==> config.mk <==
export PLATFORM = sky130hd
export DESIGN_NAME = http_response_body_framer_unit
export DESIGN_NICKNAME = d
export VERILOG_FILES = /design/src/rtl/core/hrbf_pkg.sv /design/src/rtl/core/hrbf_window.sv /design/src/rtl/core/hrbf_parser.sv /design/src/rtl/core/http_response_body_framer_unit.sv
export VERILOG_INCLUDE_DIRS = /design/src /design/src/rtl/core
export SDC_FILE = /design/constraint.sdc
export NUM_CORES = 1
export LEC_CHECK = 0
export BUFFER_PORTS_ARGS = -buffer_cell sky130_fd_sc_hd__buf_2
export CAP_MARGIN = 20
export CORE_MARGIN = 4
export CORE_UTILIZATION = 50
export CTS_CLUSTER_DIAMETER = 200
export DETAILED_ROUTE_END_ITERATION = 6
export PLACE_DENSITY_LB_ADDON = 0.2
export SLEW_MARGIN = 10
export SYNTH_ARGS = -nofsm -noshare
export SYNTH_HDL_FRONTEND = slang
export SYNTH_SLANG_ARGS = --single-unit
==> constraint.sdc <==
create_clock -name clk -period 4.64 [get_ports clk]
set_input_delay 0.232 -clock clk [delete_from_list [all_inputs] [get_ports clk]]
set_output_delay 0.232 -clock clk [all_outputs]
set_load 0.1 [all_outputs]
==> src/rtl/core/http_response_body_framer_unit_macros.svh <==
// Assertion helpers, compiled out when SYNTH is defined
`ifndef HTTP_RESPONSE_BODY_FRAMER_UNIT_MACROS_SVH
`define HTTP_RESPONSE_BODY_FRAMER_UNIT_MACROS_SVH

`ifndef SYNTH
`define HRBF_ASSERT_IMP(lbl, pre, post) \
	lbl: assert property (@(posedge clk) disable iff (!arst_n) (pre) |-> (post)) \
		else $error("hrbf assertion failed");
`define HRBF_ASSERT_NXT(lbl, pre, post) \
	lbl: assert property (@(posedge clk) disable iff (!arst_n) (pre) |=> (post)) \
		else $error("hrbf assertion failed");
`else
`define HRBF_ASSERT_IMP(lbl, pre, post)
`define HRBF_ASSERT_NXT(lbl, pre, post)
`endif

`endif

==> src/rtl/core/hrbf_pkg.sv <==
package hrbf_pkg;

	localparam int BUFFER_DEPTH = 1024;
	localparam int POS_W = $clog2(BUFFER_DEPTH);
	localparam int ACC_W = 16;
	localparam int WIN_N = 7;

	localparam logic [7:0] CH_H     = 8'h48;
	localparam logic [7:0] CH_T     = 8'h54;
	localparam logic [7:0] CH_P     = 8'h50;
	localparam logic [7:0] CH_L     = 8'h4C;
	localparam logic [7:0] CH_E     = 8'h65;
	localparam logic [7:0] CH_N     = 8'h6E;
	localparam logic [7:0] CH_G     = 8'h67;
	localparam logic [7:0] CH_LT    = 8'h74;
	localparam logic [7:0] CH_LH    = 8'h68;
	localparam logic [7:0] CH_COLON = 8'h3A;
	localparam logic [7:0] CH_SPACE = 8'h20;
	localparam logic [7:0] CH_CR    = 8'h0D;
	localparam logic [7:0] CH_LF    = 8'h0A;
	localparam logic [7:0] CH_0     = 8'h30;
	localparam logic [7:0] CH_2     = 8'h32;
	localparam logic [7:0] CH_9     = 8'h39;
	localparam logic [7:0] CH_RBRACE = 8'h7D;

	localparam logic [2:0] PH_IDLE    = 3'd0;
	localparam logic [2:0] PH_STATUS  = 3'd1;
	localparam logic [2:0] PH_HEADERS = 3'd2;
	localparam logic [2:0] PH_DIGITS  = 3'd3;
	localparam logic [2:0] PH_BODY    = 3'd4;

	typedef struct packed {
		logic http_hit;
		logic status_ok;
		logic length_hit;
		logic blank_hit;
	} match_t;

	// Packed so that the first field sits in the highest bits
	typedef struct packed {
		logic [1:0]       pad;
		logic [ACC_W-1:0] content_length;
		logic             message_bad_length;
		logic             message_good;
		logic [7:0]       body_data;
		logic             body_valid;
		logic [2:0]       parse_phase;
	} result_t;

endpackage

==> src/rtl/core/hrbf_window.sv <==
module hrbf_window (
	input  logic               clk,
	input  logic               arst_n,
	input  logic               adv,
	input  logic [7:0]         rx_byte,
	output hrbf_pkg::match_t   match
);

	// win_q[0] is the previous byte, win_q[6] the oldest kept
	logic [7:0] win_q [hrbf_pkg::WIN_N];

	always_ff @(posedge clk or negedge arst_n) begin
		if (!arst_n) begin
			for (int i = 0; i < hrbf_pkg::WIN_N; i++) begin
				win_q[i] <= 8'h00;
			end
		end else if (adv) begin
			win_q[0] <= rx_byte;
			for (int i = 1; i < hrbf_pkg::WIN_N; i++) begin
				win_q[i] <= win_q[i-1];
			end
		end
	end

	always_comb begin
		match.http_hit   = (rx_byte == hrbf_pkg::CH_P) && (win_q[0] == hrbf_pkg::CH_T) &&
			(win_q[1] == hrbf_pkg::CH_T) && (win_q[2] == hrbf_pkg::CH_H);
		match.status_ok  = (win_q[1] == hrbf_pkg::CH_2) && (win_q[0] == hrbf_pkg::CH_0);
		match.length_hit = (rx_byte == hrbf_pkg::CH_SPACE) && (win_q[0] == hrbf_pkg::CH_COLON) &&
			(win_q[1] == hrbf_pkg::CH_LH) && (win_q[2] == hrbf_pkg::CH_LT) &&
			(win_q[3] == hrbf_pkg::CH_G) && (win_q[4] == hrbf_pkg::CH_N) &&
			(win_q[5] == hrbf_pkg::CH_E) && (win_q[6] == hrbf_pkg::CH_L);
		match.blank_hit  = (rx_byte == hrbf_pkg::CH_LF) && (win_q[0] == hrbf_pkg::CH_CR) &&
			(win_q[1] == hrbf_pkg::CH_LF);
	end

endmodule

==> src/rtl/core/hrbf_parser.sv <==
`include "http_response_body_framer_unit_macros.svh"

module hrbf_parser (
	input  logic               clk,
	input  logic               arst_n,
	input  logic               adv,
	input  logic [7:0]         rx_byte,
	input  hrbf_pkg::match_t   match,
	output hrbf_pkg::result_t  result
);

	typedef enum logic [4:0] {
		ST_IDLE    = 5'b00001,
		ST_STATUS  = 5'b00010,
		ST_HEADERS = 5'b00100,
		ST_DIGITS  = 5'b01000,
		ST_BODY    = 5'b10000
	} state_t;

	state_t                     st_q, st_d;
	logic [hrbf_pkg::POS_W-1:0] pos_q, pos_d, pos_inc;
	logic [hrbf_pkg::ACC_W-1:0] acc_q, acc_d;
	logic                       dig_q, dig_d;
	logic [hrbf_pkg::ACC_W+3:0] acc_mul;
	logic [hrbf_pkg::ACC_W+3:0] acc_sum;
	logic                       is_digit;
	logic                       valid, good, bad;
	logic [2:0]                 phase;

	always_comb begin
		pos_inc = (32'(pos_q) + 32'd1 >= 32'(hrbf_pkg::BUFFER_DEPTH)) ?
			'0 : pos_q + hrbf_pkg::POS_W'(1);
		is_digit = (rx_byte >= hrbf_pkg::CH_0) && (rx_byte <= hrbf_pkg::CH_9);
		acc_mul  = {1'b0, acc_q, 3'b000} + {3'b000, acc_q, 1'b0};
		acc_sum  = acc_mul + (hrbf_pkg::ACC_W+4)'(rx_byte - hrbf_pkg::CH_0);

		st_d  = st_q;
		pos_d = pos_inc;
		acc_d = acc_q;
		dig_d = dig_q;
		valid = 1'b0;
		good  = 1'b0;
		bad   = 1'b0;

		unique case (st_q)
			ST_STATUS: begin
				if (match.http_hit) begin
					pos_d = '0;
				end else if (32'(pos_q) == 32'd7) begin
					if (match.status_ok) begin
						st_d  = ST_HEADERS;
						pos_d = '0;
					end else begin
						st_d = ST_IDLE;
					end
				end
			end
			ST_HEADERS: begin
				if (match.http_hit) begin
					st_d  = ST_STATUS;
					pos_d = '0;
				end else if ((32'(pos_q) > 32'd16) && match.length_hit) begin
					st_d  = ST_DIGITS;
					acc_d = '0;
					dig_d = 1'b1;
				end
			end
			ST_DIGITS: begin
				if (match.http_hit) begin
					st_d  = ST_STATUS;
					pos_d = '0;
				end else begin
					if (dig_q) begin
						if (is_digit) begin
							acc_d = (acc_sum > (hrbf_pkg::ACC_W+4)'({hrbf_pkg::ACC_W{1'b1}})) ?
								{hrbf_pkg::ACC_W{1'b1}} : acc_sum[hrbf_pkg::ACC_W-1:0];
						end else begin
							dig_d = 1'b0;
						end
					end
					if (match.blank_hit) begin
						st_d  = ST_BODY;
						pos_d = '0;
					end
				end
			end
			ST_BODY: begin
				if (match.http_hit) begin
					st_d  = ST_STATUS;
					pos_d = '0;
				end else begin
					valid = 1'b1;
					if (rx_byte == hrbf_pkg::CH_RBRACE) begin
						if (32'(pos_q) + 32'd1 == 32'(acc_q)) begin
							good = 1'b1;
						end else begin
							bad = 1'b1;
						end
						st_d = ST_IDLE;
					end
				end
			end
			default: begin
				st_d = ST_IDLE;
				if (match.http_hit) begin
					st_d  = ST_STATUS;
					pos_d = '0;
				end
			end
		endcase

		unique case (st_d)
			ST_STATUS:  phase = hrbf_pkg::PH_STATUS;
			ST_HEADERS: phase = hrbf_pkg::PH_HEADERS;
			ST_DIGITS:  phase = hrbf_pkg::PH_DIGITS;
			ST_BODY:    phase = hrbf_pkg::PH_BODY;
			default:    phase = hrbf_pkg::PH_IDLE;
		endcase

		result.pad                = 2'b00;
		result.content_length     = acc_d;
		result.message_bad_length = bad;
		result.message_good       = good;
		result.body_data          = valid ? rx_byte : 8'h00;
		result.body_valid         = valid;
		result.parse_phase        = phase;
	end

	always_ff @(posedge clk or negedge arst_n) begin
		if (!arst_n) begin
			st_q  <= ST_IDLE;
			pos_q <= '0;
			acc_q <= '0;
			dig_q <= 1'b0;
		end else if (adv) begin
			st_q  <= st_d;
			pos_q <= pos_d;
			acc_q <= acc_d;
			dig_q <= dig_d;
		end
	end

	`HRBF_ASSERT_IMP(a_good_bad_excl, adv && good, !bad)
	`HRBF_ASSERT_IMP(a_good_needs_len, adv && good, acc_q != '0)
	`HRBF_ASSERT_NXT(a_http_pos_restart, adv && match.http_hit, pos_q == '0)

endmodule

==> src/rtl/core/http_response_body_framer_unit.sv <==
// HTTP response body framer. Takes one received character per transfer on the
// s_ side and returns one result per character on the m_ side: the parse phase
// after that character, a body flag with the body byte, good/bad-length end of
// message flags on the closing brace, and the Content-Length value decoded so
// far. It accepts one character per clock cycle while s_tready is high; a result
// reaches the m_ side after its character passes the input register and then the
// result register, and s_tready drops only while both registers are full and
// m_tready is low.
// No configuration and no clearing pass: the block is ready out of reset.
`include "http_response_body_framer_unit_macros.svh"

module http_response_body_framer_unit (
	input  logic        clk,
	input  logic        arst_n,
	input  logic        s_tvalid,
	output logic        s_tready,
	input  logic [7:0]  s_tdata,  // [7:0] rx_byte
	output logic        m_tvalid,
	input  logic        m_tready,
	output logic [31:0] m_tdata   // [2:0] parse_phase, [3] body_valid, [11:4] body_data,
	                              // [12] message_good, [13] message_bad_length,
	                              // [29:14] content_length, [31:30] zero
);

	logic              valid_s1, valid_s2;
	logic [7:0]        byte_s1;
	hrbf_pkg::result_t result_s2;
	hrbf_pkg::result_t result;
	hrbf_pkg::match_t  match;
	logic              adv;

	assign adv      = valid_s1 && (!valid_s2 || m_tready);
	assign s_tready = !valid_s1 || adv;
	assign m_tvalid = valid_s2;
	assign m_tdata  = result_s2;

	hrbf_window u_window (
		.clk     (clk),
		.arst_n  (arst_n),
		.adv     (adv),
		.rx_byte (byte_s1),
		.match   (match)
	);

	hrbf_parser u_parser (
		.clk     (clk),
		.arst_n  (arst_n),
		.adv     (adv),
		.rx_byte (byte_s1),
		.match   (match),
		.result  (result)
	);

	always_ff @(posedge clk or negedge arst_n) begin
		if (!arst_n) begin
			valid_s1 <= 1'b0;
			valid_s2 <= 1'b0;
		end else begin
			if (s_tready) begin
				valid_s1 <= s_tvalid;
			end
			if (adv) begin
				valid_s2 <= 1'b1;
			end else if (m_tready) begin
				valid_s2 <= 1'b0;
			end
		end
	end

	always_ff @(posedge clk) begin
		if (s_tvalid && s_tready) begin
			byte_s1 <= s_tdata;
		end
		if (adv) begin
			result_s2 <= result;
		end
	end

	`HRBF_ASSERT_NXT(a_s1_hold, valid_s1 && !adv, valid_s1 && $stable(byte_s1))
	`HRBF_ASSERT_NXT(a_s2_load, adv, valid_s2)
	`HRBF_ASSERT_NXT(a_out_hold, m_tvalid && !m_tready, m_tvalid && $stable(m_tdata))

endmodule

# Yosys cells after proc, flatten, opt, wreduce, memory -nomap -nowiden
# Cells that the tools add are included.
[word_totals]
register_bits = 128
input_bits = 12
out_inout_bits = 34
wordCells = 127
[op_classes]
add_sub_neg = 5
n_lt_le_gt_ge = 5
n_eq_ne = 31
muxes = 39
bitwise_logic = 2
n_reduce_logical = 25
[ops]
columns = ["op", "count"]
rows = [
  ["16-bit two-way mux", 6],
  ["8-bit by 7-bit equality test with 1-bit output (second input constant)", 11],
  ["10-bit two-way mux", 7],
  ["5-bit two-way mux", 8],
  ["32-bit by 16-bit equality test with 1-bit output", 1],
  ["8-bit by 6-bit equality test with 1-bit output (second input constant)", 4],
  ["16-bit one-hot mux with 2 select lines", 1],
  ["8-bit by 4-bit equality test with 1-bit output (second input constant)", 3],
  ["19-bit by 17-bit adder with 20-bit output", 1],
  ["20-bit adder", 1],
  ["20-bit by 16-bit > comparator with 1-bit output (second input constant)", 1],
  ["10-bit one-hot mux with 2 select lines", 1],
  ["5-bit one-hot mux with 4 select lines", 1],
  ["1-bit logical AND", 17],
  ["3-bit one-hot mux with 4 select lines", 1],
  ["10-bit by 1-bit adder with 11-bit output (second input constant)", 1],
  ["11-bit >= comparator (second input constant)", 1],
  ["1-bit two-way mux", 11],
  ["10-bit by 1-bit adder with 10-bit output (second input constant)", 1],
  ["10-bit by 3-bit equality test with 1-bit output (second input constant)", 1],
  ["5-bit by 2-bit equality test with 1-bit output (second input constant)", 2],
  ["5-bit by 3-bit equality test with 1-bit output (second input constant)", 2],
  ["5-bit by 4-bit equality test with 1-bit output (second input constant)", 2],
  ["5-bit equality test (second input constant)", 2],
  ["15 further kinds", 20],
]

# Depth between registers and ports, before layout
[logic_depth]
depth_word = 14
ltp_mapped = 15
depth_no_buf = 14

# Modules after synthesis
# Synthesis repeated with hierarchy kept, for this count alone.
[unflattened]
cells_unflattened = 646
area_unflattened_um2 = 7364.6
[modules_own_cells]
columns = ["module", "n_inst", "cells_per_inst", "area_per_inst_um2", "seq_area_each_um2"]
rows = [
  ["hrbf_parser", 1, 443, 3694.8, 802.0],
  ["hrbf_window", 1, 155, 2364.8, 1401.3],
  ["http_response_body_framer_unit", 1, 48, 1305.0, 1251.2],
]

# Worst setup path after synthesis
# OpenSTA, ideal clock, no wires.
[synth_path]
path_type = "reg2reg"
start = "register byte_s1[4]"
end = "register result_s2, in the netlist m_tdata[19] (data pin)"
setup_ps = 266
t_arrival_ps = 4297
t_required_ps = 4374
path_slack_ps = 78
stages_incl_launch_ff = 15
n_path_buf = 2
period_less_slack_ps = 4562
cell_sequence = "edfxtp_1 > ha_1 > nor3_1 > fa_1 > ha_1 > clkbuf_1 > nand4_1 > a211oi_1 > a211oi_1 > o21ai_0 > xnor2_1 > o2111ai_4 > buf_6 > nor2_1 > o21ai_1"
[synth_lines]
columns = ["element", "line", "text"]
rows = [
  ["start: declaration", "http_response_body_framer_unit.sv:26", "logic [7:0] byte_s1;"],
  ["start signal: assignment", "http_response_body_framer_unit.sv:72", "byte_s1 <= s_tdata;"],
  ["end signal: assignment", "http_response_body_framer_unit.sv:75", "result_s2 <= result;"],
  ["end: declaration", "http_response_body_framer_unit.sv:27", "hrbf_pkg::result_t result_s2;"],
]

==> run_results.csv <==
group,metric,value,unit
status,run_status,"completed",
clocking,clkTransAtPathRegs,0.06,ns
timing,clock-skew-final,0.00860,ns
floorplan,top_level_ports,46,
synth,synth.yosys.seq_area_share,0.480,
clocking,cts_setup_buffers,0,
setup_path,crit_type,"reg -> reg",
detailed_routing,detailroute.wirelength.met3,1100,um
detailed_routing,drt_drc_violations_left,0,
job,drv.max_cap_violation_count,0,
detailed_routing,detail_route.first_pass.iterations,5,
synth,synth.cell_area,7080,um2
synth,synthCells,773,
detailed_routing,detailroute.wirelength.met2,7610,um
power_and_ir_drop,power_density_over_cell_area,424,nW/um2
detailed_routing,wl_per_cell,16.6,um
setup_path,timing.critical_path.slowest_stage_cell,"sky130_fd_sc_hd__edfxtp_1",
timing,timing.final.crit_share,0.900,
timing,fin_setup_tns,0,ns
detailed_routing,avgViaCountPerCell,5.68,
finish,post_route_cells_drive_above_1_share,0.0995,
place,placement.io_buffers,43,
synth,asyncSetResetFlopFracSynth,0.703,
setup_path,worst_setup_path_end_kind,"register",
clocking,cts.path.max_buffers,2,
clocking,tritoncts_num_sinks,128,
finish,relative_area_change_from_synthesis_to_final_layout,14.4,%
detailed_routing,dr.max_layer_used,"met4",
synth,avgSynthCellArea,9.15,um2
place,gpl.final_weighted_congestion,0.929,
worst_hold_path,min_from,"s_tvalid",
synth,count_leader_synth,"sky130_fd_sc_hd__nand2_1",
setup_path,arrival,4.33,ns
timing,worst-slew-pin-transition,0.931,ns
timing,setup_viol,0,
finish,finish.instance_area,8090,um2
setup_path,cp-startpoint,"byte_s1[4]",
detailed_routing,vias,5756,
place,detailed_place.area,7450,um2
finish,antenna_cells,0,
detailed_routing,drt-initial-drc-count,467,
global_route,largest_net_degree_at_the_start_of_global_routing,72,
floorplan,std_cell_rows,43,
synth,synth_ff_type,"sky130_fd_sc_hd__dfrtp_1",
timing,fin_worst_hold_slack,0.0170,ns
place,hpwlAfterDp,11800,um
detailed_routing,drt.antenna.violating_nets,0,
worst_hold_path,hold_path_class,"in -> reg",
setup_path,crit_fanout,18,
synth,yosys.area.top_type_share,0.315,
power_and_ir_drop,max-vdd-ir-drop,0.000259,V
global_route,grt_remaining_overflow,0,
setup_path,cp_data_required_time,4.79,ns
clocking,postCtsResizedCells,0,
global_route,grt_usage,0.219,
setup_path,reg2reg_slack,0.46,ns
timing,report.final.slew_viol_count,0,
timing,timing.final.crit_period,4.18,ns
floorplan,chipWidth,127,um
synth,synth.yosys.warnings,0,
finish,design.final.nets,875,
synth,ys_ff_latch,128,
setup_path,critical_path.startpoint_type,"register",
synth,synth.cells.most_frequent,"sky130_fd_sc_hd__nand2_1 (214), sky130_fd_sc_hd__dfrtp_1 (89), sky130_fd_sc_hd__nor2_1 (39)",
setup_path,cell_chain_critical_path,"ha_1 -> nor3_2 -> buf_4 -> fa_1 -> ha_1 -> a21oi_1 -> o211ai_1 -> a211oi_1 -> o21ai_0 -> xnor2_1 -> o2111ai_4 -> nor2_1 -> o21ai_0",
synth,synth.area.top_cells,"sky130_fd_sc_hd__dfrtp_1 (31%), sky130_fd_sc_hd__edfxtp_1 (16%), sky130_fd_sc_hd__nand2_1 (11%), sky130_fd_sc_hd__ha_1 (4.8%), sky130_fd_sc_hd__fa_1 (4.2%)",
global_route,grt_pass1_wl,28200,um
timing,final_hold_viol_count,0,
floorplan,floorplan.initialDensity,0.510,
floorplan,core-area,13900,um2
synth,yosysUniqueCellTypes,54,
setup_path,critPathMaxStageDelay,0.48,ns
setup_path,worstReg2RegStart,"byte_s1[4]",
floorplan,die_area,16100,um2
clocking,clock_tree.root_cell,"sky130_fd_sc_hd__clkbuf_16",
synth,synthDominantAreaCellType,"sky130_fd_sc_hd__dfrtp_1",
synth,synth_enable_flop_cells,38,
clocking,ctsHtreeMaxLevel,4,
timing,slew-limit-headroom,0.379,
finish,fin_cells,1014,
detailed_routing,detail_route.wirelength,16800,um
timing,unrepaired_setup_endpoints_after_global_routing,"no",
global_route,first_global_vias,5527,
timing,maximum_operating_frequency,239,MHz
floorplan,die-height,127,um
place,cell_count_after_placement,973,
clocking,tritoncts.num_buffers,17,
power_and_ir_drop,p_leak,0.00376,uW
clocking,worst_skew_pair.late_latency,0.42,ns
global_route,grt_antenna_before_repair,0,
clocking,tritoncts,"yes",
detailed_routing,met1_length,7900,um
==> repair_timing <==
action	CTS	global route
hold endpoints to repair	44	0
hold buffers	9	0
setup endpoints to repair	0	0
==> path summary, 6_finish.rpt <==
| kind | endpoint | cells after the start |
|---|---|---|
| worst max-delay path | m_tdata[22] | 13 |
| worst min-delay path | valid_s1 | 2 |
| worst max register to register | m_tdata[22] | 13 |
| worst min register to register | u_window.win_q[3] | 2 |
| max in group asynchronous | u_window.win_q[11] | 3 |
| min in group asynchronous | u_window.win_q[0] | 2 |
==> sequential cells by signal, indices dropped and copies added (netlist names) <==
register and count:
m_tvalid 1, byte_s1 8, u_parser.acc_q 16, u_window.win_q 56, u_parser.st_q 5, u_parser.dig_q 1, valid_s1 1, m_tdata 30
u_parser.pos_q 10
==> layout by cell type, fill, tap and decap left out, types with 5 or more instances in the layout <==
cell type,count
sky130_fd_sc_hd__nor2_1,39
sky130_fd_sc_hd__a31oi_1,6
sky130_fd_sc_hd__nor4b_1,5
sky130_fd_sc_hd__nor4bb_1,5
sky130_fd_sc_hd__edfxtp_1,38
sky130_fd_sc_hd__o31ai_1,6
sky130_fd_sc_hd__a21o_1,7
sky130_fd_sc_hd__buf_2,42
sky130_fd_sc_hd__a211oi_1,5
sky130_fd_sc_hd__xnor2_1,20
sky130_fd_sc_hd__o21ai_1,20
sky130_fd_sc_hd__o211ai_1,6
sky130_fd_sc_hd__a21oi_1,29
sky130_fd_sc_hd__clkbuf_16,17
sky130_fd_sc_hd__nand2b_1,9
sky130_fd_sc_hd__nand4_1,12
sky130_fd_sc_hd__nand3_1,33
sky130_fd_sc_hd__buf_4,8
sky130_fd_sc_hd__nor4_1,7
sky130_fd_sc_hd__o21ai_0,35
sky130_fd_sc_hd__xor2_1,11
sky130_fd_sc_hd__nand2_1,213
sky130_fd_sc_hd__fa_1,15
sky130_fd_sc_hd__dfrtp_1,89
sky130_fd_sc_hd__ha_1,27
sky130_fd_sc_hd__inv_1,36
sky130_fd_sc_hd__dlygate4sd3_1,9
sky130_fd_sc_hd__and2_1,8
sky130_fd_sc_hd__nor3_1,13
==> kinds of logic after synthesis <==
| family | share of synthesized area |
|---|---|
| simple gates | 0.244 |
| fa+ha+maj | 0.0902 |
| other cells | 0.000530 |
| xor+xnor | 0.0384 |
| compound gates | 0.109 |
| buf+inv | 0.0387 |
| flops | 0.480 |
==> metal layers <==
layer	GRT usage	up-vias
li1	-	2754
met1	0.318	2771
met2	0.326	208
met3	0.0560	23
met4	0.0662	0
met5	0	-
==> final cells by class <==
class                   instances  area (um2)
clock buffers                  21         440
repair buffers                 59         360
fillers                      1214        5790
well taps                     180         225
inverters                      37         139
clock inverters                11         116
flip-flops and latches        128        3390
multi-input cells             578        3420
==> worst max-delay path, delay by kind of cell (launching register included) <==
family | cells | cell delay [ns]
xor gates and xnor gates | 1 | 0.24
buffers and inverters | 1 | 0.25
adders and majority gates | 3 | 1.20
and+or+nand+nor | 2 | 0.41
AOI/OAI and AO/OA | 6 | 1.34
DFF | 1 | 0.48
==> power by group <==
part / internal [uW] / leakage (uW) / switching, uW
combinational: 210 / 0.00194 / 449
clock: 785 / 0.000268 / 479
sequential: 1340 / 0.00155 / 165
total: 2340 / 0.00376 / 1090
==> metrics by stage <==
| stage | util | setup WS [ns] | power [uW] |
|---|---|---|---|
| 6_report | 0.583 | 0.464 | 3430 |
| 5_1_grt | 0.583 | 0.163 | 3600 |
| 4_1_cts | 0.583 | 0.511 | 3450 |
| 3_5_place_dp | 0.537 | 0.512 | 2170 |
| 3_3_place_gp | 0.537 | 0.626 | 2150 |
| 2_1_floorplan | - | 0.0776 | 2000 |
No activity file was read; power rests on OpenSTA's default activity.
